### src/rtl/stack_machine_instruction_core_assert.svh
// Assertion macros shared by the stack machine core RTL.
`ifndef STACK_MACHINE_INSTRUCTION_CORE_ASSERT_SVH
`define STACK_MACHINE_INSTRUCTION_CORE_ASSERT_SVH

// Same-cycle implication, checked on every clock edge outside reset.
`define SMI_ASSERT_IMPLIES(lbl, ante, cons) \
    lbl: assert property (@(posedge clk) disable iff (!rst_n) (ante) |-> (cons)) \
        else $error("stack machine core: assertion failed");

// Next-cycle implication, checked on every clock edge outside reset.
`define SMI_ASSERT_NEXT(lbl, ante, cons) \
    lbl: assert property (@(posedge clk) disable iff (!rst_n) (ante) |=> (cons)) \
        else $error("stack machine core: assertion failed");

`endif

### src/rtl/smi_pkg.sv
// Package with opcodes, status codes and default sizes of the stack machine core.
package smi_pkg;

    localparam int STACK_DEPTH_DEF    = 32;
    localparam int SLOT_COUNT_DEF     = 8;
    localparam int CODE_ADDR_BITS_DEF = 16;

    localparam int DATA_W = 64;

    typedef enum logic [3:0] {
        OP_PUSH_IMM = 4'd0,
        OP_LOAD     = 4'd1,
        OP_PUT_SLOT = 4'd2,
        OP_ADD      = 4'd3,
        OP_SUB      = 4'd4,
        OP_LE       = 4'd5,
        OP_JF       = 4'd6,
        OP_JMP      = 4'd7,
        OP_RET      = 4'd8
    } op_t;

    typedef enum logic [2:0] {
        ST_OK    = 3'd0,
        ST_UNDER = 3'd1,
        ST_OVER  = 3'd2,
        ST_SLOT  = 3'd3,
        ST_OPC   = 3'd4
    } status_t;

endpackage

### src/rtl/smi_stack_mem.sv
// Operand stack memory: two registered read ports, one write port, write-to-read bypass.
module smi_stack_mem #(
    parameter int DEPTH  = smi_pkg::STACK_DEPTH_DEF,
    parameter int ADDR_W = $clog2(smi_pkg::STACK_DEPTH_DEF)
) (
    input  logic                      clk,
    input  logic                      rst_n,
    input  logic                      rd_en,
    input  logic [ADDR_W-1:0]         rd_addr_a,
    input  logic [ADDR_W-1:0]         rd_addr_b,
    output logic [smi_pkg::DATA_W-1:0] rd_data_a,
    output logic [smi_pkg::DATA_W-1:0] rd_data_b,
    input  logic                      wr_en,
    input  logic [ADDR_W-1:0]         wr_addr,
    input  logic [smi_pkg::DATA_W-1:0] wr_data
);

    logic [smi_pkg::DATA_W-1:0] mem [DEPTH];
    logic [smi_pkg::DATA_W-1:0] mem_a_reg;
    logic [smi_pkg::DATA_W-1:0] mem_b_reg;
    logic [smi_pkg::DATA_W-1:0] fwd_reg;
    logic                       hit_a_reg;
    logic                       hit_b_reg;

    // The array returns the old contents when read and written at one edge.
    always_ff @(posedge clk)
    begin
        if (wr_en)
        begin
            mem[wr_addr] <= wr_data;
        end
        if (rd_en)
        begin
            mem_a_reg <= mem[rd_addr_a];
            mem_b_reg <= mem[rd_addr_b];
            fwd_reg   <= wr_data;
        end
    end

    // A write landing at the same edge as a read of the same entry is forwarded.
    always_ff @(posedge clk or negedge rst_n)
    begin
        if (!rst_n)
        begin
            hit_a_reg <= 1'b0;
            hit_b_reg <= 1'b0;
        end
        else if (rd_en)
        begin
            hit_a_reg <= wr_en && (wr_addr == rd_addr_a);
            hit_b_reg <= wr_en && (wr_addr == rd_addr_b);
        end
    end

    assign rd_data_a = hit_a_reg ? fwd_reg : mem_a_reg;
    assign rd_data_b = hit_b_reg ? fwd_reg : mem_b_reg;

endmodule

### src/rtl/smi_slot_mem.sv
// Local slot memory with per-entry valid bits, bulk clear and write-to-read bypass.
`include "stack_machine_instruction_core_assert.svh"

module smi_slot_mem #(
    parameter int SLOT_COUNT = smi_pkg::SLOT_COUNT_DEF,
    parameter int IDX_W      = $clog2(smi_pkg::SLOT_COUNT_DEF)
) (
    input  logic                       clk,
    input  logic                       rst_n,
    input  logic                       rd_en,
    input  logic [IDX_W-1:0]           rd_idx,
    output logic [smi_pkg::DATA_W-1:0] rd_data,
    input  logic                       wr_en,
    input  logic [IDX_W-1:0]           wr_idx,
    input  logic [smi_pkg::DATA_W-1:0] wr_data,
    input  logic                       clr
);

    logic [smi_pkg::DATA_W-1:0] mem [SLOT_COUNT];
    logic [smi_pkg::DATA_W-1:0] mem_rd_reg;
    logic [smi_pkg::DATA_W-1:0] fwd_reg;
    logic [SLOT_COUNT-1:0]      valid_reg;
    logic [SLOT_COUNT-1:0]      valid_next;
    logic                       rd_valid_reg;
    logic                       hit_reg;

    always_ff @(posedge clk)
    begin
        if (wr_en)
        begin
            mem[wr_idx] <= wr_data;
        end
        if (rd_en)
        begin
            mem_rd_reg <= mem[rd_idx];
            fwd_reg    <= wr_data;
        end
    end

    // A clear wins over a write at the same edge: the clearing word comes later.
    always_comb
    begin
        valid_next = valid_reg;
        if (clr)
        begin
            valid_next = '0;
        end
        else if (wr_en)
        begin
            valid_next[wr_idx] = 1'b1;
        end
    end

    always_ff @(posedge clk or negedge rst_n)
    begin
        if (!rst_n)
        begin
            valid_reg    <= '0;
            rd_valid_reg <= 1'b0;
            hit_reg      <= 1'b0;
        end
        else
        begin
            valid_reg <= valid_next;
            if (rd_en)
            begin
                rd_valid_reg <= valid_reg[rd_idx];
                hit_reg      <= wr_en && !clr && (wr_idx == rd_idx);
            end
        end
    end

    // A slot never written since reset or the last clear reads as zero.
    assign rd_data = hit_reg      ? fwd_reg :
                     rd_valid_reg ? mem_rd_reg : '0;

    `SMI_ASSERT_NEXT(a_clear_empties, clr, valid_reg == '0)

endmodule

### src/rtl/stack_machine_instruction_core.sv
// Top level of the bytecode stack machine core: decode, execute and result register.
//
// The input channel (in_valid, in_ready) takes one instruction word per handshake:
// an opcode byte and its operand byte. The output channel (out_valid, out_ready)
// gives one result word per instruction: the next fetch address, a return flag,
// the value popped by a return and a status code. Results come out in order.
//
// An instruction is decoded in the cycle it is accepted: faults, the new stack
// depth and all memory read addresses depend only on the opcode, the operand and
// the depth, so the stack and slot memories are read at that edge. When the
// execute stage advances, it combines the read data, writes back to the memories
// and loads the result register, which raises out_valid. Throughput is one
// instruction per cycle while out_ready is not held low; the read-to-write loop
// through the registered-read memories is closed by forwarding in each memory.
//
// When the receiver holds out_ready low, one more instruction is taken into the
// execute stage and then in_ready drops until the result register drains.
// Reset empties the stack, zeroes all local slots (through valid bits), sets the
// instruction address to zero and leaves both channels empty; the stack memory
// itself is not cleared, since only entries below the depth are ever read.
`include "stack_machine_instruction_core_assert.svh"

module stack_machine_instruction_core #(
    parameter int STACK_DEPTH    = smi_pkg::STACK_DEPTH_DEF,
    parameter int SLOT_COUNT     = smi_pkg::SLOT_COUNT_DEF,
    parameter int CODE_ADDR_BITS = smi_pkg::CODE_ADDR_BITS_DEF
) (
    input  logic        clk,
    input  logic        rst_n,
    input  logic        in_valid,
    output logic        in_ready,
    input  logic [7:0]  opcode,
    input  logic [7:0]  operand,
    output logic        out_valid,
    input  logic        out_ready,
    output logic [15:0] next_address,
    output logic        returned,
    output logic [63:0] return_value,
    output logic [2:0]  status
);

    localparam int SP_W  = $clog2(STACK_DEPTH + 1);
    localparam int SA_W  = $clog2(STACK_DEPTH);
    localparam int SL_W  = (SLOT_COUNT > 1) ? $clog2(SLOT_COUNT) : 1;
    localparam int DW    = smi_pkg::DATA_W;

    typedef logic [CODE_ADDR_BITS-1:0] addr_t;

    // Execute stage contents, captured at acceptance.
    typedef struct packed {
        smi_pkg::op_t     op;
        logic [7:0]       arg;
        smi_pkg::status_t st;
        logic [SA_W-1:0]  stack_waddr;
        logic [SL_W-1:0]  slot_idx;
    } exec_t;

    // Decode -------------------------------------------------------------------

    logic             in_accept;
    logic             x_valid_reg;
    logic             x_adv;
    exec_t            x_reg;
    exec_t            dec;
    logic [SP_W-1:0]  sp_reg;
    logic [SP_W-1:0]  sp_next;
    logic [SP_W-1:0]  sp_m1;
    logic [SP_W-1:0]  sp_m2;
    logic             op_known;
    logic             slot_bad;
    logic             slot_clr;

    assign in_ready  = !x_valid_reg || x_adv;
    assign in_accept = in_valid && in_ready;

    assign sp_m1    = sp_reg - SP_W'(1);
    assign sp_m2    = sp_reg - SP_W'(2);
    assign op_known = (opcode[7:4] == 4'd0) && (opcode[3:0] <= smi_pkg::OP_RET);
    assign slot_bad = (opcode inside {8'(smi_pkg::OP_LOAD), 8'(smi_pkg::OP_PUT_SLOT)})
                      && ({1'b0, operand} >= 9'(SLOT_COUNT));

    always_comb
    begin
        dec.op          = op_known ? smi_pkg::op_t'(opcode[3:0]) : smi_pkg::OP_PUSH_IMM;
        dec.arg         = operand;
        dec.st          = smi_pkg::ST_OK;
        dec.stack_waddr = sp_reg[SA_W-1:0];
        dec.slot_idx    = operand[SL_W-1:0];
        sp_next         = sp_reg;
        slot_clr        = 1'b0;
        if (!op_known)
        begin
            dec.st = smi_pkg::ST_OPC;
        end
        else if (slot_bad)
        begin
            dec.st = smi_pkg::ST_SLOT;
        end
        else
        begin
            case (dec.op)
                smi_pkg::OP_PUSH_IMM, smi_pkg::OP_LOAD:
                begin
                    if (sp_reg >= SP_W'(STACK_DEPTH))
                    begin
                        dec.st = smi_pkg::ST_OVER;
                    end
                    else
                    begin
                        sp_next = sp_reg + SP_W'(1);
                    end
                end
                smi_pkg::OP_PUT_SLOT, smi_pkg::OP_JF:
                begin
                    if (sp_reg == '0)
                    begin
                        dec.st = smi_pkg::ST_UNDER;
                    end
                    else
                    begin
                        sp_next = sp_m1;
                    end
                end
                smi_pkg::OP_ADD, smi_pkg::OP_SUB, smi_pkg::OP_LE:
                begin
                    dec.stack_waddr = sp_m2[SA_W-1:0];
                    if (sp_reg < SP_W'(2))
                    begin
                        dec.st = smi_pkg::ST_UNDER;
                    end
                    else
                    begin
                        sp_next = sp_m1;
                    end
                end
                smi_pkg::OP_RET:
                begin
                    if (sp_reg == '0)
                    begin
                        dec.st = smi_pkg::ST_UNDER;
                    end
                    else
                    begin
                        sp_next  = '0;
                        slot_clr = 1'b1;
                    end
                end
                default:
                begin
                    sp_next = sp_reg;
                end
            endcase
        end
    end

    always_ff @(posedge clk or negedge rst_n)
    begin
        if (!rst_n)
        begin
            sp_reg      <= '0;
            x_valid_reg <= 1'b0;
        end
        else
        begin
            if (in_accept)
            begin
                sp_reg <= sp_next;
            end
            if (in_accept)
            begin
                x_valid_reg <= 1'b1;
            end
            else if (x_adv)
            begin
                x_valid_reg <= 1'b0;
            end
        end
    end

    always_ff @(posedge clk)
    begin
        if (in_accept)
        begin
            x_reg <= dec;
        end
    end

    // Memories -----------------------------------------------------------------

    logic [DW-1:0] top_data;     // entry at depth minus one
    logic [DW-1:0] second_data;  // entry at depth minus two
    logic [DW-1:0] slot_data;
    logic [DW-1:0] stack_wdata;
    logic          stack_we;
    logic          slot_we;

    smi_stack_mem #(
        .DEPTH  (STACK_DEPTH),
        .ADDR_W (SA_W)
    ) u_stack (
        .clk       (clk),
        .rst_n     (rst_n),
        .rd_en     (in_accept),
        .rd_addr_a (sp_m1[SA_W-1:0]),
        .rd_addr_b (sp_m2[SA_W-1:0]),
        .rd_data_a (top_data),
        .rd_data_b (second_data),
        .wr_en     (stack_we),
        .wr_addr   (x_reg.stack_waddr),
        .wr_data   (stack_wdata)
    );

    smi_slot_mem #(
        .SLOT_COUNT (SLOT_COUNT),
        .IDX_W      (SL_W)
    ) u_slots (
        .clk     (clk),
        .rst_n   (rst_n),
        .rd_en   (in_accept),
        .rd_idx  (dec.slot_idx),
        .rd_data (slot_data),
        .wr_en   (slot_we),
        .wr_idx  (x_reg.slot_idx),
        .wr_data (top_data),
        .clr     (in_accept && slot_clr)
    );

    // Execute ------------------------------------------------------------------

    logic                    out_valid_reg;
    logic                    x_ok;
    addr_t                   addr_reg;
    addr_t                   addr_next;
    addr_t                   after1;
    addr_t                   after2;
    addr_t                   target;
    logic [CODE_ADDR_BITS+15:0] addr_wide;
    logic                    ret_next;
    logic [DW-1:0]           retval_next;

    assign x_adv  = x_valid_reg && (!out_valid_reg || out_ready);
    assign x_ok   = (x_reg.st == smi_pkg::ST_OK);
    assign after1 = addr_reg + addr_t'(1);
    assign after2 = addr_reg + addr_t'(2);
    assign target = after2 + addr_t'($signed(x_reg.arg));

    always_comb
    begin
        stack_wdata = '0;
        stack_we    = 1'b0;
        slot_we     = 1'b0;
        addr_next   = addr_reg;
        ret_next    = 1'b0;
        retval_next = '0;
        if (x_ok)
        begin
            case (x_reg.op)
                smi_pkg::OP_PUSH_IMM:
                begin
                    stack_wdata = DW'(x_reg.arg);
                    stack_we    = x_adv;
                    addr_next   = after2;
                end
                smi_pkg::OP_LOAD:
                begin
                    stack_wdata = slot_data;
                    stack_we    = x_adv;
                    addr_next   = after2;
                end
                smi_pkg::OP_PUT_SLOT:
                begin
                    slot_we   = x_adv;
                    addr_next = after2;
                end
                smi_pkg::OP_ADD:
                begin
                    stack_wdata = second_data + top_data;
                    stack_we    = x_adv;
                    addr_next   = after1;
                end
                smi_pkg::OP_SUB:
                begin
                    stack_wdata = second_data - top_data;
                    stack_we    = x_adv;
                    addr_next   = after1;
                end
                smi_pkg::OP_LE:
                begin
                    stack_wdata = DW'($signed(second_data) <= $signed(top_data));
                    stack_we    = x_adv;
                    addr_next   = after1;
                end
                smi_pkg::OP_JF:
                begin
                    addr_next = (top_data == '0) ? target : after2;
                end
                smi_pkg::OP_JMP:
                begin
                    addr_next = target;
                end
                smi_pkg::OP_RET:
                begin
                    addr_next   = '0;
                    ret_next    = 1'b1;
                    retval_next = top_data;
                end
                default:
                begin
                    addr_next = addr_reg;
                end
            endcase
        end
    end

    // The port carries the low sixteen address bits, zero-extended if narrower.
    assign addr_wide = {16'b0, addr_next};

    always_ff @(posedge clk or negedge rst_n)
    begin
        if (!rst_n)
        begin
            addr_reg      <= '0;
            out_valid_reg <= 1'b0;
        end
        else
        begin
            if (x_adv)
            begin
                addr_reg      <= addr_next;
                out_valid_reg <= 1'b1;
            end
            else if (out_ready)
            begin
                out_valid_reg <= 1'b0;
            end
        end
    end

    always_ff @(posedge clk)
    begin
        if (x_adv)
        begin
            next_address <= addr_wide[15:0];
            returned     <= ret_next;
            return_value <= retval_next;
            status       <= x_reg.st;
        end
    end

    assign out_valid = out_valid_reg;

    `SMI_ASSERT_IMPLIES(a_depth_bound, 1'b1, sp_reg <= SP_W'(STACK_DEPTH))
    `SMI_ASSERT_IMPLIES(a_return_clean, out_valid && returned,
                        status == smi_pkg::ST_OK && next_address == 16'd0)
    `SMI_ASSERT_IMPLIES(a_fault_quiet, out_valid && status != smi_pkg::ST_OK,
                        !returned && return_value == 64'd0)
    `SMI_ASSERT_NEXT(a_exec_holds, x_valid_reg && !x_adv, x_valid_reg)

endmodule
### config.mk
export PLATFORM = sky130hd
export DESIGN_NAME = stack_machine_instruction_core
export DESIGN_NICKNAME = d
export VERILOG_FILES = /design/src/rtl/smi_pkg.sv /design/src/rtl/smi_stack_mem.sv /design/src/rtl/smi_slot_mem.sv /design/src/rtl/stack_machine_instruction_core.sv
export VERILOG_INCLUDE_DIRS = /design/src /design/src/rtl
export SDC_FILE = /design/constraint.sdc
export NUM_CORES = 2
export LEC_CHECK = 0
export BUFFER_PORTS_ARGS = -buffer_cell sky130_fd_sc_hd__buf_2
export CORE_MARGIN = 4
export CORE_UTILIZATION = 45
export CTS_CLUSTER_DIAMETER = 120
export DETAILED_ROUTE_END_ITERATION = 16
export PLACE_DENSITY = 0.66
export REMOVE_ABC_BUFFERS = 1
export SLEW_MARGIN = 20
export SYNTH_ARGS = -nofsm -noshare
export SYNTH_HDL_FRONTEND = slang
export SYNTH_SLANG_ARGS = --single-unit
### constraint.sdc
create_clock -name clk -period 16.02 [get_ports clk]
set_input_delay 1.602 -clock clk [delete_from_list [all_inputs] [get_ports clk]]
set_output_delay 1.602 -clock clk [all_outputs]
set_load 0.02 [all_outputs]
==> impl_metrics.csv <==
group,metric,value,unit
layout,syn2layout_area_growth,11.87,%
setup_path,cp-start-kind,"flip-flop",
timing,drv_slew,0,
cts,clk_latency,930,ps
timing,finClkSkew,61.52,ps
cts,clk_transition_reported_paths,60,ps
yosys,netlist_top_cells_area,"edfxtp_1 64%, mux4_2 23%, mux2_2 2.1%",
yosys,netlist_top_cells_count,"2984 x edfxtp_1, 1410 x mux4_2, 343 x clkbuf_1, 342 x nor2_1, 260 x mux2_2",
layout,largest-register,"u_stack.mem",
pwr,total_power,0.01863,W
timing,final-hold-violation-count,0,
cts,cts_buffers,321,
setup_path,worstPathRequired,16570,ps
run,maxCapViolations,0,
setup_path,path_max_fanout,33,
placed_design,globalplace.congestion,0.9427,
timing,relSlewSlack,12.63,%
drt,via_per_inst,6.820,
setup_path,endpoint_kind,"flip-flop",
yosys,synth.avg_cell_area,19.21,um2
yosys,ys_seq_area_share,64.42,%
floorplan,row_count,204,
cts,post_cts_buffers,0,
setup_path,r2r-start,"u_stack.hit_a_reg$_DFFE_PN0P_",
yosys,synth_top_area_share,63.78,%
setup_path,crit_arrival,7610,ps
yosys,synth.distinct_cells,94,
floorplan,die_area,321200,um2
drt,drc,0,
layout,top_regs,"u_stack.mem: 2048 flops, u_slots.mem: 512 flops",
drt,drt_wl_total,442400,um
pwr,p_per_area,118.5,nW/um2
global_route,grt_pass1_wl,619700,um
setup_path,crit_type,"reg -> reg",
placed_design,dpl_worst_slack,8664,ps
layout,largest_reg_flops,2048,
min_path,min-delay-start,"x_reg[9]$_SDFFCE_PN0P_",
min_path,hold_path_class,"reg -> reg",
layout,nets,7627,
drt,vias,80700,
yosys,synth.most_common_cell,"edfxtp_1",
timing,finalSetupViolCount,0,
outcome,outcome,"finished clean",
global_route,grt_use_total,27.09,%
drt,antenna_left,0,
drt,avgRoutedWirePerCell,37.39,um
yosys,async_reset_ff_share,1.192,%
pwr,leakagePower,54.29,nW
global_route,grt_pass1_vias,79823,
floorplan,coreArea,309900,um2
drt,drt_iter0_drc,10991,
floorplan,ios,106,
yosys,ys_ff_latch,3020,
cts,htree_num_levels,5,
yosys,yosys_warnings,0,
yosys,synthFlopType,"edfxtp_1",
floorplan,die_w,566.8,um
placed_design,io_buffers,105,
global_route,antenna_found_initial,16,
placed_design,hpwl,265500,um
yosys,synthCells,7314,
cts,ctsHoldBuffers,0,
timing,worst_pin_slew,1301,ps
timing,post-route-period-util,44.07,%
cts,cts_tree,"yes",
timing,setup_slack,8961,ps
layout,drive_gt1_share,33.81,%
setup_path,crit_start,"u_stack.hit_a_reg$_DFFE_PN0P_",
timing,period_needed,7059,ps
yosys,synth_edf_count,2984,
pwr,peakVddDrop,80.49,uV
cts,clk_path_buf_depth,4,
global_route,grt_max_degree,139,
yosys,syn-cell-area,140500,um2
global_route,overflow,0,
floorplan,initial_core_util,45.34,%
floorplan,chipHeight,566.8,um
timing,rsz0062_at_grt,"no",
drt,drt_pass1_iterations,7,
cts,cts_sinks,3020,
timing,fmax,141.7,MHz
cts,root_buffer,"clkbuf_16",
yosys,yosysTopAreaCell,"edfxtp_1",
cts,ctsResizeCount,0,
[report_power, final]
part           internal (W)  switching [W]
Sequential          0.00875       0.000100
Combinational       0.00100        0.00150
Clock               0.00414        0.00314
[placed cells by master, fill, tap and decap left out, types with 24 or more instances in the layout]
cell type	netlist	layout
nor2_1	342	276
nand2b_1	27	27
nor2b_1	29	28
nand4_1	30	30
mux4_2	1410	1410
bufinv_16	0	24
o31ai_1	32	32
clkinv_1	2	67
a22oi_1	47	47
xor2_1	26	24
a21oi_1	228	209
buf_4	0	187
a21o_1	26	26
edfxtp_1	2984	2984
o21ai_0	140	138
clkbuf_1	343	53
buf_2	35	102
o22ai_1	26	25
nor2_4	0	51
dfrtp_1	36	31
a22o_1	27	27
nor4_1	65	64
nor3_1	49	41
nand3_1	46	45
mux2i_1	67	64
xnor2_1	69	66
clkbuf_16	0	325
ha_1	150	148
inv_1	157	155
mux2_2	260	260
clkinv_2	0	63
nand2_1	173	171
[kinds of logic (layout without fill, tap and decap cells)]
group	count (synthesis)	count (layout)	synth area share [%]
DFF	3020	3020	64.42
buffers and inverters	656	1050	1.784
muxes	1737	1737	25.16
and+or+nand+nor	845	845	2.807
xor gates and xnor gates	95	95	0.5922
AOI/OAI and AO/OA	808	808	3.857
other	0	5	0
adders and majority gates	153	153	1.379
[through the flow]
stage	hold slack, ps	cells	instance area, um2	util, %	TNS, ps
after floorplan	442.1	6817	138600	-	-3761990
after global placement	456.9	11248	146800	47.37	0
after detailed placement	470.3	11249	146800	47.38	0
after CTS	493.2	11826	157000	50.68	0
after global routing	508.0	11829	157200	50.72	0
final	491.1	11833	157200	50.72	0
[layer usage]
layer  track usage [%]  vias to the layer above  part of all wire (%)
li1                  -                    31336                     -
met1             37.93                    43615                    39
met2             42.33                     4988                    47
met3             4.816                      757                   9.7
met4             11.24                        4                   4.7
met5                 0                        -                0.0063
[critical path: stages, from the launching register on]
cell and delay [ps]:
dfrtp_4 860, buf_4 570, mux2i_1 900, inv_1 440
ha_1 370, a21oi_1 270, o31ai_1 280, a2111oi_0 580
inv_1 110, a211oi_1 580, o21ai_1 330, a21boi_0 370
xor2_1 130, a221oi_1 550, nor2_4 260
[path summary, 6_finish.rpt]
kind,endpoint,slack (ps),cells past startpoint
worst max-delay path,u_stack.mem[12][57]$_DFFE_PP_,8960,14
worst min-delay path,status[1]$_DFFE_PP_,490,0
worst max register to register,u_stack.mem[12][57]$_DFFE_PP_,8960,14
worst min register to register,status[1]$_DFFE_PP_,490,0
max in group asynchronous,u_stack.hit_b_reg$_DFFE_PN0P_,14420,1
min in group asynchronous,addr_reg[11]$_DFFE_PN0P_,860,1
[area by class of cell]
type | instances | area [um2]
Fill cell | 24524 | 152700
Sequential cell | 3020 | 90530
Multi-Input combinational cell | 3638 | 48280
Clock buffer | 378 | 8332
Tap cell | 4120 | 5155
Timing Repair Buffer | 314 | 2379
Clock inverter | 199 | 1893
Inverter | 159 | 606.8
Antenna cell | 5 | 12.51
Note: power is estimated with default switching activity, not from simulation.
